<file path="src/hw/rtl/rod_pkg.sv">
package rod_pkg;

    localparam int KEPT_CAPACITY = 1024;
    localparam int MAX_DIMS      = 4;
    localparam int COORD_W       = 32;
    localparam int IDX_W         = 16;
    localparam int CNT_W         = $clog2(KEPT_CAPACITY + 1);
    localparam int ADDR_W        = $clog2(KEPT_CAPACITY);
    localparam int DIM_W         = 3;
    localparam int BOX_W         = 2 * MAX_DIMS * COORD_W;
    localparam int CFG_IDX_W     = 3;
    localparam int CFG_DATA_W    = 32;
    localparam int QUEUE_DEPTH   = 2;

    // Configuration register indexes.
    localparam logic [CFG_IDX_W-1:0] REG_DIMS_USED = 3'd0;
    localparam logic [CFG_IDX_W-1:0] REG_TOL_DIM0  = 3'd1;
    localparam logic [CFG_IDX_W-1:0] REG_TOL_DIM3  = 3'd4;

    typedef struct packed {
        logic               start_set;
        logic [IDX_W-1:0]   row_index;
        logic signed [31:0] low_dim0;
        logic signed [31:0] high_dim0;
        logic signed [31:0] low_dim1;
        logic signed [31:0] high_dim1;
        logic signed [31:0] low_dim2;
        logic signed [31:0] high_dim2;
        logic signed [31:0] low_dim3;
        logic signed [31:0] high_dim3;
    } box_in_t;

    typedef struct packed {
        logic [IDX_W-1:0] result_index;
        logic             keep_flag;
        logic             store_overflow;
    } box_out_t;

    // Box as held in the queue between front and back.
    typedef struct packed {
        logic                             start_set;
        logic [IDX_W-1:0]                 row_index;
        logic [MAX_DIMS-1:0][COORD_W-1:0] lows;
        logic [MAX_DIMS-1:0][COORD_W-1:0] highs;
    } box_work_t;

endpackage

</file>
<file path="src/hw/rtl/rod_front.sv">
module rod_front (
    input  logic              clk,
    input  logic              rst_n,
    input  logic              push,
    output logic              full,
    input  rod_pkg::box_in_t  box_in,
    output logic              q_valid,
    input  logic              q_take,
    output rod_pkg::box_work_t q_data
);
    import rod_pkg::*;

    box_work_t slot_reg [QUEUE_DEPTH];
    logic [1:0] count_reg, count_next;
    logic       wptr_reg, rptr_reg;
    logic       do_push, do_take;
    box_work_t  packed_box;

    // Repack the input beat into per-dimension arrays.
    always_comb
    begin
        packed_box.start_set = box_in.start_set;
        packed_box.row_index = box_in.row_index;
        packed_box.lows[0]   = box_in.low_dim0;
        packed_box.highs[0]  = box_in.high_dim0;
        packed_box.lows[1]   = box_in.low_dim1;
        packed_box.highs[1]  = box_in.high_dim1;
        packed_box.lows[2]   = box_in.low_dim2;
        packed_box.highs[2]  = box_in.high_dim2;
        packed_box.lows[3]   = box_in.low_dim3;
        packed_box.highs[3]  = box_in.high_dim3;
    end

    assign full    = (count_reg == 2'(QUEUE_DEPTH));
    assign q_valid = (count_reg != 2'd0);
    assign q_data  = slot_reg[rptr_reg];
    assign do_push = push && !full;
    assign do_take = q_take && q_valid;

    always_comb
    begin
        count_next = count_reg;
        if (do_push && !do_take)
        begin
            count_next = count_reg + 2'd1;
        end
        else if (do_take && !do_push)
        begin
            count_next = count_reg - 2'd1;
        end
    end

    // Queue pointers and fill count.
    always_ff @(posedge clk or negedge rst_n)
    begin
        if (!rst_n)
        begin
            count_reg <= 2'd0;
            wptr_reg  <= 1'b0;
            rptr_reg  <= 1'b0;
        end
        else
        begin
            count_reg <= count_next;
            if (do_push)
            begin
                wptr_reg <= ~wptr_reg;
            end
            if (do_take)
            begin
                rptr_reg <= ~rptr_reg;
            end
        end
    end

    // Queue storage.
    always_ff @(posedge clk)
    begin
        if (do_push)
        begin
            slot_reg[wptr_reg] <= packed_box;
        end
    end

endmodule

</file>
<file path="config.mk">
export PLATFORM = sky130hd
export DESIGN_NAME = rod_front
export DESIGN_NICKNAME = d
export VERILOG_FILES = /design/src/hw/rtl/rod_pkg.sv /design/src/hw/rtl/rod_front.sv
export SDC_FILE = /design/constraint.sdc
export NUM_CORES = 1
export LEC_CHECK = 0
export BUFFER_PORTS_ARGS = -buffer_cell sky130_fd_sc_hd__clkbuf_2
export CORE_ASPECT_RATIO = 1.25
export CORE_MARGIN = 1.5
export CORE_UTILIZATION = 37
export CTS_CLUSTER_DIAMETER = 40
export DETAILED_ROUTE_END_ITERATION = 8
export MAX_ROUTING_LAYER = met4
export PLACE_DENSITY = 0.61
export SLEW_MARGIN = 15
export SYNTH_ARGS = -nofsm -noshare
export SYNTH_HDL_FRONTEND = slang
export SYNTH_SLANG_ARGS = --single-unit
</file>
<file path="constraint.sdc">
create_clock -name clk -period 14.7 [get_ports clk]
set_input_delay 1.47 -clock clk [delete_from_list [all_inputs] [get_ports clk]]
set_output_delay 1.47 -clock clk [all_outputs]
set_load 0.005 [all_outputs]
</file>
==> impl_metrics.tcl <==
set metrics [dict create \
    p_seq_share_pct 44.9 \
    hp-class "flop to flop" \
    drive_above_1_share_pct 61.8 \
    setup_tns_ns 0 \
    yosys_warnings 0 \
    start_util_pct 37.3 \
    grt_max_degree 80 \
    netlist_area_um2 20000 \
    crit_arrival_ns 3.96 \
    wirelength_um 45400 \
    rows 95 \
    synth.avg_cell_area_um2 23.0 \
    worstSetupPathType "flop to output port" \
    die-area_um2 55500 \
    synth.area.mux_share_pct 15.4 \
    routedWlPerCell_um 20.2 \
    hold_viol_final 0 \
    via_per_inst 4.59 \
    grt_antenna_before_repair 8 \
    p_per_area_nw_per_um2 199 \
    numClockSinks 550 \
    cp-start-kind "flop" \
    path_clk_slew_ns 0.06 \
    setup_violations 0 \
    rsz0062_at_grt "false" \
    cts_buffers 60 \
    synth_nets 1146 \
    slew-limit-headroom_pct 25.1 \
    yosys.area_share.xor_xnor_pct 0.219 \
    io_pins 552 \
    syn_inst 868 \
    switchingPower_mw 1.42 \
    htree_levels 2 \
    yosysTopAreaCell "edfxtp_1" \
    worstSkewPairLatency_ns 0.60 \
    netSwitchingFraction_pct 28.1 \
    synth_area_leaders "edfxtp_1, mux2_2, buf_6, dfrtp_1, xnor2_1" \
    finalClockSkew_ns 0.0202 \
    required_ns 13.23 \
    overflow 0 \
    synthAdderAreaFrac_pct 0.0626 \
    maxCapViolCount 0 \
    clk_path_buf_depth 3 \
    dpl_worst_slack_ns 9.83 \
    drt_drc_violations_left 0 \
    synth-simple-area-share_pct 0.169 \
    crit_path_end_kind "output port" \
    drt_iter0_drc 442 \
    final_common_cell "clkbuf_2" \
    cts-root-buf "clkbuf_16" \
    p_int_mw 3.64 \
    post_cts_buffers 0 \
    largest_reg_flops 546 \
    max_freq_mhz 184 \
    p_leak_nw 9.56 \
    most-common-layout-cells "clkbuf_2, edfxtp_1, mux2_2" \
    status "complete, no violations" \
    cts_resized 0 \
    ys_ff_latch 550 \
    layout_min_cycle_time_ns 5.43 \
    comb_power_share_pct 25.6 \
    vias 10300 \
    ant_nets 0 \
    grt_pass1_vias 11000 \
    grt_first_pass_wirelength_um 66200 \
    tightest_slew_ns 1.12 \
    dp_hpwl_um 31900 \
    drv_slew 0 \
    seq_area_frac_synth_pct 82.5 \
    peakVddDrop_mv 0.118 \
    die_x_um 211 \
    period_share_pct 36.9 \
    place.gp.congestion 0.844 \
    synth_top_area_share_pct 82.0 \
    port_buffers 551 \
    drt_first_pass_iters 6 \
    clkPwrFrac_pct 29.5 \
    synth_top_family_by_area "multiplexers" \
    core_area_um2 53600 \
    fin_ws_ns 9.27 \
    area_growth_pct 27.4 \
    die_y_um 263 \
    ys_types 14 \
    critical_path.max_fanout 79 \
    grtUsageTotal_pct 16.5 \
    tritoncts "done" \
    postCtsHoldBufs 0 \
    layout.nets 1740 \
    synth-compound-area-share_pct 0 \
]
## stage by stage
| stage | util [%] | hold WS, ns | area (um2) | total power [mW] | cells |
|---|---|---|---|---|---|
| floorplan | - | 0.456 | 20000 | 3.20 | 868 |
| global placement | 43.7 | 0.472 | 23400 | 3.60 | 2126 |
| detailed placement | 43.7 | 0.483 | 23400 | 3.62 | 2126 |
| CTS | 47.5 | 0.496 | 25400 | 5.12 | 2240 |
| global route | 47.5 | 0.536 | 25500 | 5.29 | 2249 |
| finish | 47.5 | 0.490 | 25500 | 5.06 | 2250 |
## cells by family (layout without fill, tap and decap cells)
family	Yosys count	after routing
DFF	550	550
muxes	273	273
buffers and inverters	32	678
and+or+nand+nor	7	7
xor gates and xnor gates	5	5
adders and majority gates	1	1
other	0	9
## synthesized netlist by cell type, drive strengths merged
cell and instances:
edfxtp 546, mux2 273, buf 30, dfrtp 4, xnor2 3, inv 2, nand2 2, nor2 2
xor2 2, and3 1, ha 1, nand2b 1, or2 1
## layer usage
| layer | global-route usage (%) | part of all wire [%] | up-vias |
|---|---|---|---|
| li1 | - | - | 4700 |
| met2 | 28.2 | 52 | 407 |
| met1 | 17.4 | 37 | 5123 |
| met5 | - | 0 | - |
| met3 | 4.85 | 7.4 | 106 |
| met4 | 7.74 | 4.1 | 0 |
## worst paths after layout
kind | startpoint | to | slack, ns | depth (start not counted)
setup / recovery | rptr_reg | q_data[13] | 9.27 | 4
hold / removal | count_reg[1] | count_reg[1] | 0.49 | 1
hold reg to reg | count_reg[1] | count_reg[1] | 0.49 | 1
min in group asynchronous | rst_n | rptr_reg | 0.68 | 1
setup reg to reg | count_reg[0] | slot_reg[0][133] | 11.75 | 5
max in group asynchronous | rst_n | rptr_reg | 13.88 | 1
## layout make-up
| class | count | area [um2] |
|---|---|---|
| fillers | 4570 | 28100 |
| flip-flops and latches | 550 | 16500 |
| multi-input cells | 286 | 3180 |
| repair buffers | 562 | 2850 |
| clock buffers | 72 | 1570 |
| well taps | 727 | 910 |
| clock inverters | 42 | 447 |
| diodes | 9 | 22.5 |
| inverters | 2 | 7.51 |
## critical path, stage by stage, from the launching register on
cell	delay (ns)
dfrtp_4	0.99
buf_4	0.83
buf_4	0.84
mux2_2	0.43
clkbuf_2	0.11
## power by group through the flow
stage | Sequential, mW | Combinational [mW] | Clock, mW
after floorplan | 2.37 | 0.827 | 0
after global placement | 2.30 | 1.30 | 0
after detailed placement | 2.31 | 1.31 | 0
after CTS | 2.28 | 1.31 | 1.53
after global routing | 2.30 | 1.40 | 1.59
final | 2.27 | 1.29 | 1.49
Power figures use the tool's default switching activity.
